[config.mk]
export PLATFORM = sky130hd
export DESIGN_NAME = line_substring_matcher_top
export DESIGN_NICKNAME = d
export VERILOG_FILES = /design/src/rtl/core/lsm_pkg.sv /design/src/rtl/core/lsm_cfg.sv /design/src/rtl/core/lsm_cell.sv /design/src/rtl/core/line_substring_matcher_top.sv
export VERILOG_INCLUDE_DIRS = /design/src /design/src/rtl/core
export SDC_FILE = /design/constraint.sdc
export NUM_CORES = 1
export LEC_CHECK = 0
export BUFFER_PORTS_ARGS = -buffer_cell sky130_fd_sc_hd__clkbuf_2
export CAP_MARGIN = 20
export CORE_MARGIN = 3
export CORE_UTILIZATION = 38
export CTS_CLUSTER_DIAMETER = 60
export DETAILED_ROUTE_END_ITERATION = 10
export HOLD_SLACK_MARGIN = 0.06
export PLACE_DENSITY = 0.59
export RECOVER_POWER = 25
export SYNTH_ARGS = -nofsm -noshare
export SYNTH_HDL_FRONTEND = slang
export SYNTH_SLANG_ARGS = --single-unit
[constraint.sdc]
create_clock -name clk -period 4 [get_ports clk]
set_input_delay 0.2 -clock clk [delete_from_list [all_inputs] [get_ports clk]]
set_output_delay 0.2 -clock clk [all_outputs]
set_load 0.02 [all_outputs]
[src/rtl/core/line_substring_matcher_top_macros.svh]
// Assertion macros for the line substring matcher.
// Used by line_substring_matcher_top; expects clk and arst_n in scope.
`ifndef LINE_SUBSTRING_MATCHER_TOP_MACROS_SVH
`define LINE_SUBSTRING_MATCHER_TOP_MACROS_SVH

// Same-cycle implication, disabled while in reset
`define LSM_ASSERT_NOW(lbl, ante, cons) \
	lbl: assert property (@(posedge clk) disable iff (!arst_n) (ante) |-> (cons)) \
		else $error("line matcher check failed");

// Next-cycle implication, disabled while in reset
`define LSM_ASSERT_NEXT(lbl, ante, cons) \
	lbl: assert property (@(posedge clk) disable iff (!arst_n) (ante) |=> (cons)) \
		else $error("line matcher check failed");

`endif

[src/rtl/core/lsm_pkg.sv]
// Shared constants and types for the line substring matcher.
// No dependencies; imported by every module of the block.
`default_nettype none

package lsm_pkg;

	localparam int PATTERN_MAX = 32;
	localparam int LINE_MAX    = 2048;
	localparam int KEPT_W      = $clog2(LINE_MAX);
	localparam int LEN_W       = 6;
	localparam int WORD_W      = 64;
	localparam int LINE_W      = 32;
	localparam int CFG_IDX_W   = 3;

	// Special characters
	localparam logic [7:0] CHAR_NL  = 8'h0A;
	localparam logic [7:0] CHAR_CR  = 8'h0D;
	localparam logic [7:0] CHAR_NUL = 8'h00;

	// Register indexes
	localparam logic [CFG_IDX_W-1:0] REG_PAT_A   = 3'd0;
	localparam logic [CFG_IDX_W-1:0] REG_PAT_B   = 3'd1;
	localparam logic [CFG_IDX_W-1:0] REG_PAT_C   = 3'd2;
	localparam logic [CFG_IDX_W-1:0] REG_PAT_D   = 3'd3;
	localparam logic [CFG_IDX_W-1:0] REG_PAT_LEN = 3'd4;

	// Pattern as seen by the cell row; len is already clamped to PATTERN_MAX
	typedef struct packed {
		logic [PATTERN_MAX-1:0][7:0] bytes;
		logic [LEN_W-1:0]            len;
	} pattern_cfg_t;

	// Broadcast to every cell
	typedef struct packed {
		logic       clear;
		logic       step;
		logic [7:0] text;
	} cell_ctrl_t;

endpackage

`default_nettype wire

[src/rtl/core/lsm_cfg.sv]
// Pattern configuration registers of the line substring matcher.
// Depends on lsm_pkg.
`default_nettype none

module lsm_cfg
	import lsm_pkg::*;
(
	input  wire logic                 clk,
	input  wire logic                 arst_n,
	input  wire logic                 wr_en,
	input  wire logic [CFG_IDX_W-1:0] wr_index,
	input  wire logic [WORD_W-1:0]    wr_data,
	output pattern_cfg_t              pattern
);

	logic [3:0][WORD_W-1:0] word_q;
	logic [LEN_W-1:0]       len_q;
	logic [4*WORD_W-1:0]    flat;

	// Write one register per word
	always_ff @(posedge clk or negedge arst_n) begin
		if (!arst_n) begin
			word_q <= '0;
			len_q  <= '0;
		end else if (wr_en) begin
			case (wr_index)
				REG_PAT_A:   word_q[0] <= wr_data;
				REG_PAT_B:   word_q[1] <= wr_data;
				REG_PAT_C:   word_q[2] <= wr_data;
				REG_PAT_D:   word_q[3] <= wr_data;
				REG_PAT_LEN: len_q <= wr_data[LEN_W-1:0];
				default: ;
			endcase
		end
	end

	// Split words into pattern bytes and clamp the length
	assign flat = word_q;

	always_comb begin
		for (int i = 0; i < PATTERN_MAX; i++) begin
			pattern.bytes[i] = flat[i*8 +: 8];
		end
		if (len_q > LEN_W'(PATTERN_MAX)) begin
			pattern.len = LEN_W'(PATTERN_MAX);
		end else begin
			pattern.len = len_q;
		end
	end

endmodule

`default_nettype wire

[src/rtl/core/lsm_cell.sv]
// One shift-and cell: holds the partial-match bit of one pattern position.
// Depends on lsm_pkg; chained by line_substring_matcher_top.
`default_nettype none

module lsm_cell
	import lsm_pkg::*;
(
	input  wire logic       clk,
	input  wire logic       arst_n,
	input  wire cell_ctrl_t ctrl,
	input  wire logic [7:0] pat_byte,
	input  wire logic       in_use,
	input  wire logic       left_bit,
	output logic            bit_next,
	output logic            bit_q
);

	// Take the neighbor's bit when this position's byte matches
	assign bit_next = left_bit & in_use & (ctrl.text == pat_byte);

	always_ff @(posedge clk or negedge arst_n) begin
		if (!arst_n) begin
			bit_q <= 1'b0;
		end else if (ctrl.clear) begin
			bit_q <= 1'b0;
		end else if (ctrl.step) begin
			bit_q <= bit_next;
		end
	end

endmodule

`default_nettype wire

[src/rtl/core/line_substring_matcher_top.sv]
// Channel   Direction  Handshake            Word
// text      in         text_valid/stall     data_byte, end_of_stream
// hit       out        hit_valid/stall      matching_line, unterminated
// cfg       in         cfg_valid/ready      cfg_index, cfg_data
//
// One text word per cycle unless stalled; each line result is registered.
// The PATTERN_MAX shift-and cells step per searched word, clear at line end.
// Reset clears all line state, sets the line number to one, zeros the pattern.
// A two-entry output buffer lets text flow while one result is stalled;
// text_stall rises only when both entries are full.
// Depends on lsm_pkg, lsm_cfg, lsm_cell and the macros header.
`default_nettype none

`include "line_substring_matcher_top_macros.svh"

module line_substring_matcher_top
	import lsm_pkg::*;
(
	input  wire logic                 clk,
	input  wire logic                 arst_n,
	input  wire logic                 text_valid,
	output logic                      text_stall,
	input  wire logic [7:0]           data_byte,
	input  wire logic                 end_of_stream,
	output logic                      hit_valid,
	input  wire logic                 hit_stall,
	output logic [LINE_W-1:0]         matching_line,
	output logic                      unterminated,
	input  wire logic                 cfg_valid,
	output logic                      cfg_ready,
	input  wire logic [CFG_IDX_W-1:0] cfg_index,
	input  wire logic [WORD_W-1:0]    cfg_data
);

	pattern_cfg_t            pattern;
	cell_ctrl_t              ctrl;
	logic [PATTERN_MAX-1:0]  bits_q;
	logic [PATTERN_MAX-1:0]  bits_next;
	logic [PATTERN_MAX-1:0]  last_pos;

	logic [KEPT_W-1:0] kept_q;
	logic [LINE_W-1:0] line_count_q;
	logic              line_hit_q;
	logic              cut_q;

	logic accept, is_nl, line_end, keep, search, matched, hit_now, res_v;

	logic              out_valid_q, skid_valid_q;
	logic [LINE_W-1:0] out_line_q, skid_line_q;
	logic              out_unterm_q, skid_unterm_q;
	logic              out_free;

	assign cfg_ready = 1'b1;

	lsm_cfg u_cfg (
		.clk      (clk),
		.arst_n   (arst_n),
		.wr_en    (cfg_valid & cfg_ready),
		.wr_index (cfg_index),
		.wr_data  (cfg_data),
		.pattern  (pattern)
	);

	// Classify the accepted word
	assign accept   = text_valid & ~text_stall;
	assign is_nl    = (data_byte == CHAR_NL);
	assign line_end = accept & (end_of_stream | is_nl);
	assign keep     = accept & ~end_of_stream & ~is_nl & (data_byte != CHAR_CR)
		& (kept_q < KEPT_W'(LINE_MAX - 1));
	assign search   = keep & (data_byte != CHAR_NUL) & ~cut_q & (pattern.len != '0);
	assign matched  = line_hit_q | (pattern.len == '0);
	assign res_v    = accept & matched
		& (end_of_stream ? (kept_q != '0) : is_nl);

	assign ctrl.clear = line_end;
	assign ctrl.step  = search;
	assign ctrl.text  = data_byte;

	// Row of shift-and cells, each fed by its left neighbor
	for (genvar i = 0; i < PATTERN_MAX; i++) begin : g_cell
		logic left;
		if (i == 0) begin : g_head
			assign left = 1'b1;
		end else begin : g_link
			assign left = bits_q[i-1];
		end
		assign last_pos[i] = (LEN_W'(i + 1) == pattern.len);
		lsm_cell u_cell (
			.clk      (clk),
			.arst_n   (arst_n),
			.ctrl     (ctrl),
			.pat_byte (pattern.bytes[i]),
			.in_use   (LEN_W'(i) < pattern.len),
			.left_bit (left),
			.bit_next (bits_next[i]),
			.bit_q    (bits_q[i])
		);
	end

	assign hit_now = |(bits_next & last_pos);

	// Line bookkeeping
	always_ff @(posedge clk or negedge arst_n) begin
		if (!arst_n) begin
			kept_q       <= '0;
			line_count_q <= LINE_W'(1);
			line_hit_q   <= 1'b0;
			cut_q        <= 1'b0;
		end else begin
			if (line_end) begin
				kept_q     <= '0;
				line_hit_q <= 1'b0;
				cut_q      <= 1'b0;
			end else if (keep) begin
				kept_q <= kept_q + KEPT_W'(1);
				if (data_byte == CHAR_NUL) begin
					cut_q <= 1'b1;
				end
				if (search && hit_now) begin
					line_hit_q <= 1'b1;
				end
			end
			if (accept && end_of_stream) begin
				line_count_q <= LINE_W'(1);
			end else if (accept && is_nl) begin
				line_count_q <= line_count_q + LINE_W'(1);
			end
		end
	end

	// Output register with one skid entry behind it
	assign out_free   = ~out_valid_q | ~hit_stall;
	assign text_stall = skid_valid_q;

	always_ff @(posedge clk or negedge arst_n) begin
		if (!arst_n) begin
			out_valid_q  <= 1'b0;
			skid_valid_q <= 1'b0;
		end else if (out_free) begin
			out_valid_q  <= skid_valid_q | res_v;
			skid_valid_q <= 1'b0;
		end else if (res_v) begin
			skid_valid_q <= 1'b1;
		end
	end

	always_ff @(posedge clk) begin
		if (out_free) begin
			if (skid_valid_q) begin
				out_line_q   <= skid_line_q;
				out_unterm_q <= skid_unterm_q;
			end else begin
				out_line_q   <= line_count_q;
				out_unterm_q <= end_of_stream;
			end
		end else if (res_v) begin
			skid_line_q   <= line_count_q;
			skid_unterm_q <= end_of_stream;
		end
	end

	assign hit_valid     = out_valid_q;
	assign matching_line = out_line_q;
	assign unterminated  = out_unterm_q;

	// Checks
	`LSM_ASSERT_NOW(a_skid_behind_out, skid_valid_q, out_valid_q)
	`LSM_ASSERT_NEXT(a_eos_restarts, accept && end_of_stream,
		line_count_q == LINE_W'(1) && kept_q == '0 && bits_q == '0)
	`LSM_ASSERT_NEXT(a_nl_clears_line, accept && !end_of_stream && is_nl,
		kept_q == '0 && !line_hit_q && !cut_q && bits_q == '0)

endmodule

`default_nettype wire

# Word-level counts from Yosys, hierarchy flattened
# Cells that the tools add are included.
[classes] add_sub_neg=2 mul=0 div_mod_pow=0 n_lt_le_gt_ge=34 eq_ne=70 shift=0 muxes=78 bitwise=86 n_reduce_logical=24
[op_table] cell="$eq 8x8->1" n=32
[op_table] cell="$eq 5x6->1 const A" n=16
[op_table] cell="$lt 5x6->1 const A" n=16
[op_table] cell="$mux 32" n=3
[op_table] cell="$and 1x1->1" n=74
[op_table] cell="$mux 1" n=72
[op_table] cell="$eq 4x6->1 const A" n=8
[op_table] cell="$lt 4x6->1 const A" n=8
[op_table] cell="$add 32x1->32 const B" n=1
[op_table] cell="$and 32x32->32" n=1
[op_table] cell="$reduce_or 32->1" n=1
[op_table] cell="$eq 3x6->1 const A" n=4
[op_table] cell="$lt 3x6->1 const A" n=4
[op_table] cell="$mux 11" n=2
[op_table] cell="$reduce_and 2->1" n=8
[op_table] cell="$eq 2x6->1 const A" n=2
[op_table] cell="$lt 1x6->1 const A" n=2
[op_table] cell="$lt 2x6->1 const A" n=2
[op_table] cell="$reduce_bool 2->1" n=6
[op_table] cell="$add 11x1->11 const B" n=1
[op_table] cell="$lt 11x11->1 const B" n=1
[op_table] cell="$reduce_bool 11->1" n=1
[op_table] cell="$eq 8x4->1 const B" n=1
[op_table] cell="$logic_not 8->1" n=1
[op_table] cell="other kinds (15)" n=27
[totals] ff_bits=406 latch_bits=0 ramBits=0 rom_bits=0 inputBits=81 wordCells=340 mem_count=0

# Depth between registers and ports, before layout
[logic_depth] ltp_word=13 ltp_mapped=10 ltp_nobuf=7

# Modules after synthesis
# A second synthesis with hierarchy kept.
[hier_totals] hier_cells=1643 hier_area_um2=20967.6
[modules_own_cells] mod="lsm_cfg" n_inst=1 cells_per_inst=564 area_per_inst_um2=10727.8
[modules_own_cells] mod="line_substring_matcher_top" n_inst=1 cells_per_inst=503 area_per_inst_um2=5635.4
[modules_own_cells] mod="lsm_cell" n_inst=32 cells_per_inst=18 area_per_inst_um2=143.9

# Worst setup path after synthesis
# No wires, ideal clock.
[synth_path] path_type="register -> register" startpoint="reg skid_valid_q, in the netlist text_stall" endpoint="reg skid_line_q[0], enable pin" arrival_ns=3.787 setup_slack_ns=-0.251 path_stages_with_launch=6 synth_period_minus_slack_ns=4.251 path_cell_list="dfrtp_1 > nor2b_1 > a41oi_1 > clkbuf_1 > clkbuf_1 > nor3_1"
[synth_between] elab_chain_cells=5
[synth_rtl] item="start, declared" line="line_substring_matcher_top.sv:48" text="logic out_valid_q, skid_valid_q;"
[synth_rtl] item="start signal, assigned" line="line_substring_matcher_top.sv:138" text="skid_valid_q <= 1'b0;"
[synth_rtl] item="start signal, assigned" line="line_substring_matcher_top.sv:141" text="skid_valid_q <= 1'b0;"
[synth_rtl] item="start signal, assigned" line="line_substring_matcher_top.sv:143" text="skid_valid_q <= 1'b1;"
[synth_rtl] item="$not 1->1" line="line_substring_matcher_top.sv:65" text="assign accept = text_valid & ~text_stall;"
[synth_rtl] item="$and 1x1->1" line="line_substring_matcher_top.sv:65"
[synth_rtl] item="$and 1x1->1" line="line_substring_matcher_top.sv:72" text="assign res_v = accept & matched"
[synth_rtl] item="$and 1x1->1" line="line_substring_matcher_top.sv:73" text="& (end_of_stream ? (kept_q != '0) : is_nl);"
[synth_rtl] item="$reduce_and 2->1 (no source line)"
[synth_rtl] item="end signal, assigned" line="line_substring_matcher_top.sv:157" text="skid_line_q <= line_count_q;"
[synth_rtl] item="end, declared" line="line_substring_matcher_top.sv:49" text="logic [LINE_W-1:0] out_line_q, skid_line_q;"
# No other way between the ends.
# A chain may end at the register's enable or synchronous reset.

# Worst setup path in the final report
[layout_path] startpoint="reg u_cfg.len_q[5]" endpoint="reg line_hit_q"
[layout_between] elab_chain_cells=10
[layout_rtl] item="start, declared" line="lsm_cfg.sv:17" text="logic [LEN_W-1:0] len_q;"
[layout_rtl] item="start signal, assigned" line="lsm_cfg.sv:31" text="REG_PAT_LEN: len_q <= wr_data[LEN_W-1:0];"
[layout_rtl] item="$gt 6x6->1" line="lsm_cfg.sv:44" text="if (len_q > LEN_W'(PATTERN_MAX)) begin"
[layout_rtl] item="$mux 6 (*)" line="lsm_cfg.sv:44"
[layout_rtl] item="$lt 1x6->1 (tied with other cells)" line="line_substring_matcher_top.sv:93" text=".in_use (LEN_W'(i) < pattern.len),"
[layout_rtl] item="$and 1x1->1 (2 in a row)" line="lsm_cell.sv:19" text="assign bit_next = left_bit & in_use & (ctrl.text == pat_byte);"
[layout_rtl] item="$and 32x32->32" line="line_substring_matcher_top.sv:100" text="assign hit_now = |(bits_next & last_pos);"
[layout_rtl] item="$reduce_or 32->1" line="line_substring_matcher_top.sv:100"
[layout_rtl] item="$logic_and 1x1->1 (*)" line="line_substring_matcher_top.sv:119" text="if (search && hit_now) begin"
[layout_rtl] item="$reduce_bool 2->1 (no source line) (*)"
[layout_rtl] item="$reduce_and 2->1 (no source line) (*)"
[layout_rtl] item="end signal, assigned" line="line_substring_matcher_top.sv:107" text="line_hit_q <= 1'b0;"
[layout_rtl] item="end signal, assigned" line="line_substring_matcher_top.sv:112" text="line_hit_q <= 1'b0;"
[layout_rtl] item="end signal, assigned" line="line_substring_matcher_top.sv:120" text="line_hit_q <= 1'b1;"
[layout_rtl] item="end, declared" line="line_substring_matcher_top.sv:43" text="logic line_hit_q;"
# Every way passes the cells marked *; elsewhere a longest branch is shown, timed or not.

==> out/results.ini <==
[power_and_ir_drop]
p_leak_nw = 9.118
power_density_nw_per_um2 = 499.8
ir_drop_uv = 379.9
power_mw = 11.49

[finish]
fin_util_pct = 45.63
fin_area_um2 = 22980
final_nets = 1800
syn_to_final_growth_pct = 18.17
multi_input_area_um2 = 8517
drive_above_1_share_pct = 30.36
seqCellArea_um2 = 10490
final-instance-count-excl-fill = 2421
antenna_cells = 0
fillers = 4649

[floorplan]
start_util_pct = 38.61
io_pins = 117
coreArea_um2 = 50380
die_area_um2 = 53940
rows = 82
die_x_um = 232.2
die_h_um = 232.2

[place]
pre_cts_ws_ns = 1.053
dp.cells = 2272
portBuffers = 115
place.gp.congestion = 0.8848
place_hpwl_um = 32410
post_dp_cell_area_um2 = 20810

[clock_tree]
root_buffer = clkbuf_16
clk_path_buf_depth = 3
clkTransAtPathRegs_ns = 0.06
clk_latency_ns = 0.57
postCtsSetupRepairBufs = 0
clock-sinks = 406
cts_tree = yes
cts_resized = 0
h-tree-depth = 2
hold_buffers = 68
cts_buffers = 46

[global_route]
grt_antenna_before_repair = 0
grtUsageTotal_pct = 18.47
grt_pass1_vias = 13190
grt_max_degree = 92
grt_overflow = 0
grt_pass1_wl_um = 77300

[route]
first_iter_violations = 736
wirelength_um = 48990
vias = 12630
drc = 0
vias_per_cell = 5.217
ant_nets = 0
wl_per_cell_um = 20.24
firstDrtPassIters = 5

[timing]
skew_ns = 0.01235
relSlewSlack_pct = -65.57
fin_crit_sh_pct = 71.86
worst_pin_slew_ns = 2.484
final_max_slew_viol_count = 172
setup_viol = 0
hold_ws_ns = 0.1386
setup_ws_ns = 1.126
grt_setup_unrepaired = no
fin_crit_ns = 2.874
hold_viol = 0
setup_tns_ns = 0
maxClockFrequency_ghz = 0.3479

[synth]
synth-edff-count = 66
syn_area_um2 = 19450
syn_area_per_cell_um2 = 12.55
synthFlopType = dfrtp_1
synth_nets = 1634
ys_seq_area_share_pct = 53.94
ys_ff_latch = 406
yosys_warnings = 0
synthCells = 1550
synthArstFlopShare_pct = 83.74
netlist-cell-type-count = 64

[critical_path]
worstPathRequired_ns = 4.45
crit_slowest_cell = or3_1
path_cells = or3_1 -> nand4_1 -> nor3_1 -> and3_1 -> or4_1 -> nor3_1 -> a32oi_1
cp_top_family = simple AND/OR/NAND/NOR gates
slowest_delay_ns = 0.72
cp-start-kind = register
r2r_slack_ns = 1.13
critPathKind = register to register
endpoint_kind = register
worstPathArrival_ns = 3.32
critPathBufInv = 0
crit_fanout = 24
critPathMostFrequentCell = nor3_1

[hold_path]
hold_path.class = input pin to register

[outcome]
status = finished, violations left
violations = max-capacitance violations, max-slew violations

[job]
drv_cap = 3

==> worst register-to-register path, cell delays in order (launching register included) <==
cell and delay, ns:
dfrtp_1 0.66, or3_1 0.73, nand4_1 0.18, nor3_1 0.11, and3_1 0.21, or4_1 0.54
nor3_1 0.20, a32oi_1 0.12
==> final cells by class <==
class,count,share of cell area (%)
Multi-Input combinational cell,1036,37.06
Sequential cell,406,45.65
Clock inverter,16,1.023
Clock buffer,65,5.672
Timing Repair Buffer,215,6.766
Tap cell,672,3.658
Inverter,11,0.1796
==> sequential cells by signal, indices dropped and copies added (netlist names), 6 cells and up <==
signal and cells:
u_cfg.len_q 6, matching_line 32, skid_line_q 32, g_cell.u_cell.bit_q 31, u_cfg.pattern 256, line_count_q 32, kept_q 11
==> metal layers <==
| metal | wire, um | track usage (%) | vias to the layer above |
|---|---|---|---|
| li1 | - | - | 5842 |
| met1 | 22070 | 25.21 | 6419 |
| met2 | 23320 | 30.00 | 281 |
| met3 | 2248 | 3.079 | 88 |
| met4 | 1345 | 6.061 | 0 |
| met5 | 0 | 0 | - |
==> cell usage in the layout (no fill, tap or decap), types with 6 or more instances in the layout <==
cell type      count
dfrtp_1          339
mux2_2           291
xnor2_1          244
clkbuf_2         115
dlygate4sd3_1     68
edfxtp_1          66
nand3_1           64
nand2_1           59
nor2_1            51
nand4_1           50
clkbuf_16         47
xor2_1            42
o21ai_0           39
buf_4             26
nor3_1            25
nor4_1            22
a21oi_1           14
clkbuf_1          13
inv_1             11
or3_1             10
o211ai_1          10
and3_1             8
a31oi_1            7
nor2b_1            6
and4_1             6
clkbuf_8           6
==> synth_stat cells, drive strengths merged (14+ instances only) <==
cell type / count / area share [%]
a21oi: 14 / 0.36
nand4: 50 / 1.6
nor2: 51 / 0.98
edfxtp: 66 / 10
xnor2: 244 / 11
nand3: 66 / 1.8
o21ai: 39 / 1.0
xor2: 42 / 1.9
mux2: 291 / 17
dfrtp: 339 / 44
buf: 50 / 1.4
nor3: 27 / 0.75
clkbuf: 47 / 0.91
nand2: 59 / 1.1
nor4: 28 / 1.1
==> cells by family (layout without fill, tap and decap cells) <==
group | after synthesis | count (layout) | synth area share (%)
adder cells (fa/ha/maj) | 3 | 3 | 0.1930
XOR/XNOR | 286 | 286 | 12.88
AND/OR/NAND/NOR | 348 | 348 | 9.926
buffers and inverters | 108 | 307 | 2.490
other | 1 | 1 | 0.01928
flip-flops | 406 | 406 | 53.94
multiplexers | 292 | 292 | 16.90
AO/OA/AOI/OAI | 106 | 106 | 3.654
==> power breakdown <==
group / internal, mW / leakage, nW / switching [mW] / total, mW
clock network: 2.60 / 0.750 / 1.71 / 4.31
registers: 4.79 / 4.90 / 0.475 / 5.27
logic: 1.05 / 3.47 / 0.856 / 1.91
total: 8.44 / 9.12 / 3.04 / 11.5
==> path summary, 6_finish.rpt <==
path,end,from,cells past startpoint
hold reg to reg,cut_q,cut_q,2
hold / removal,u_cfg.len_q[0],cfg_index[2],6
min in group asynchronous,u_cfg.pattern[252],arst_n,2
setup / recovery,line_hit_q,u_cfg.len_q[5],7
setup reg to reg,line_hit_q,u_cfg.len_q[5],7
max in group asynchronous,u_cfg.pattern[142],arst_n,3
(Power assumes the default switching activity.)
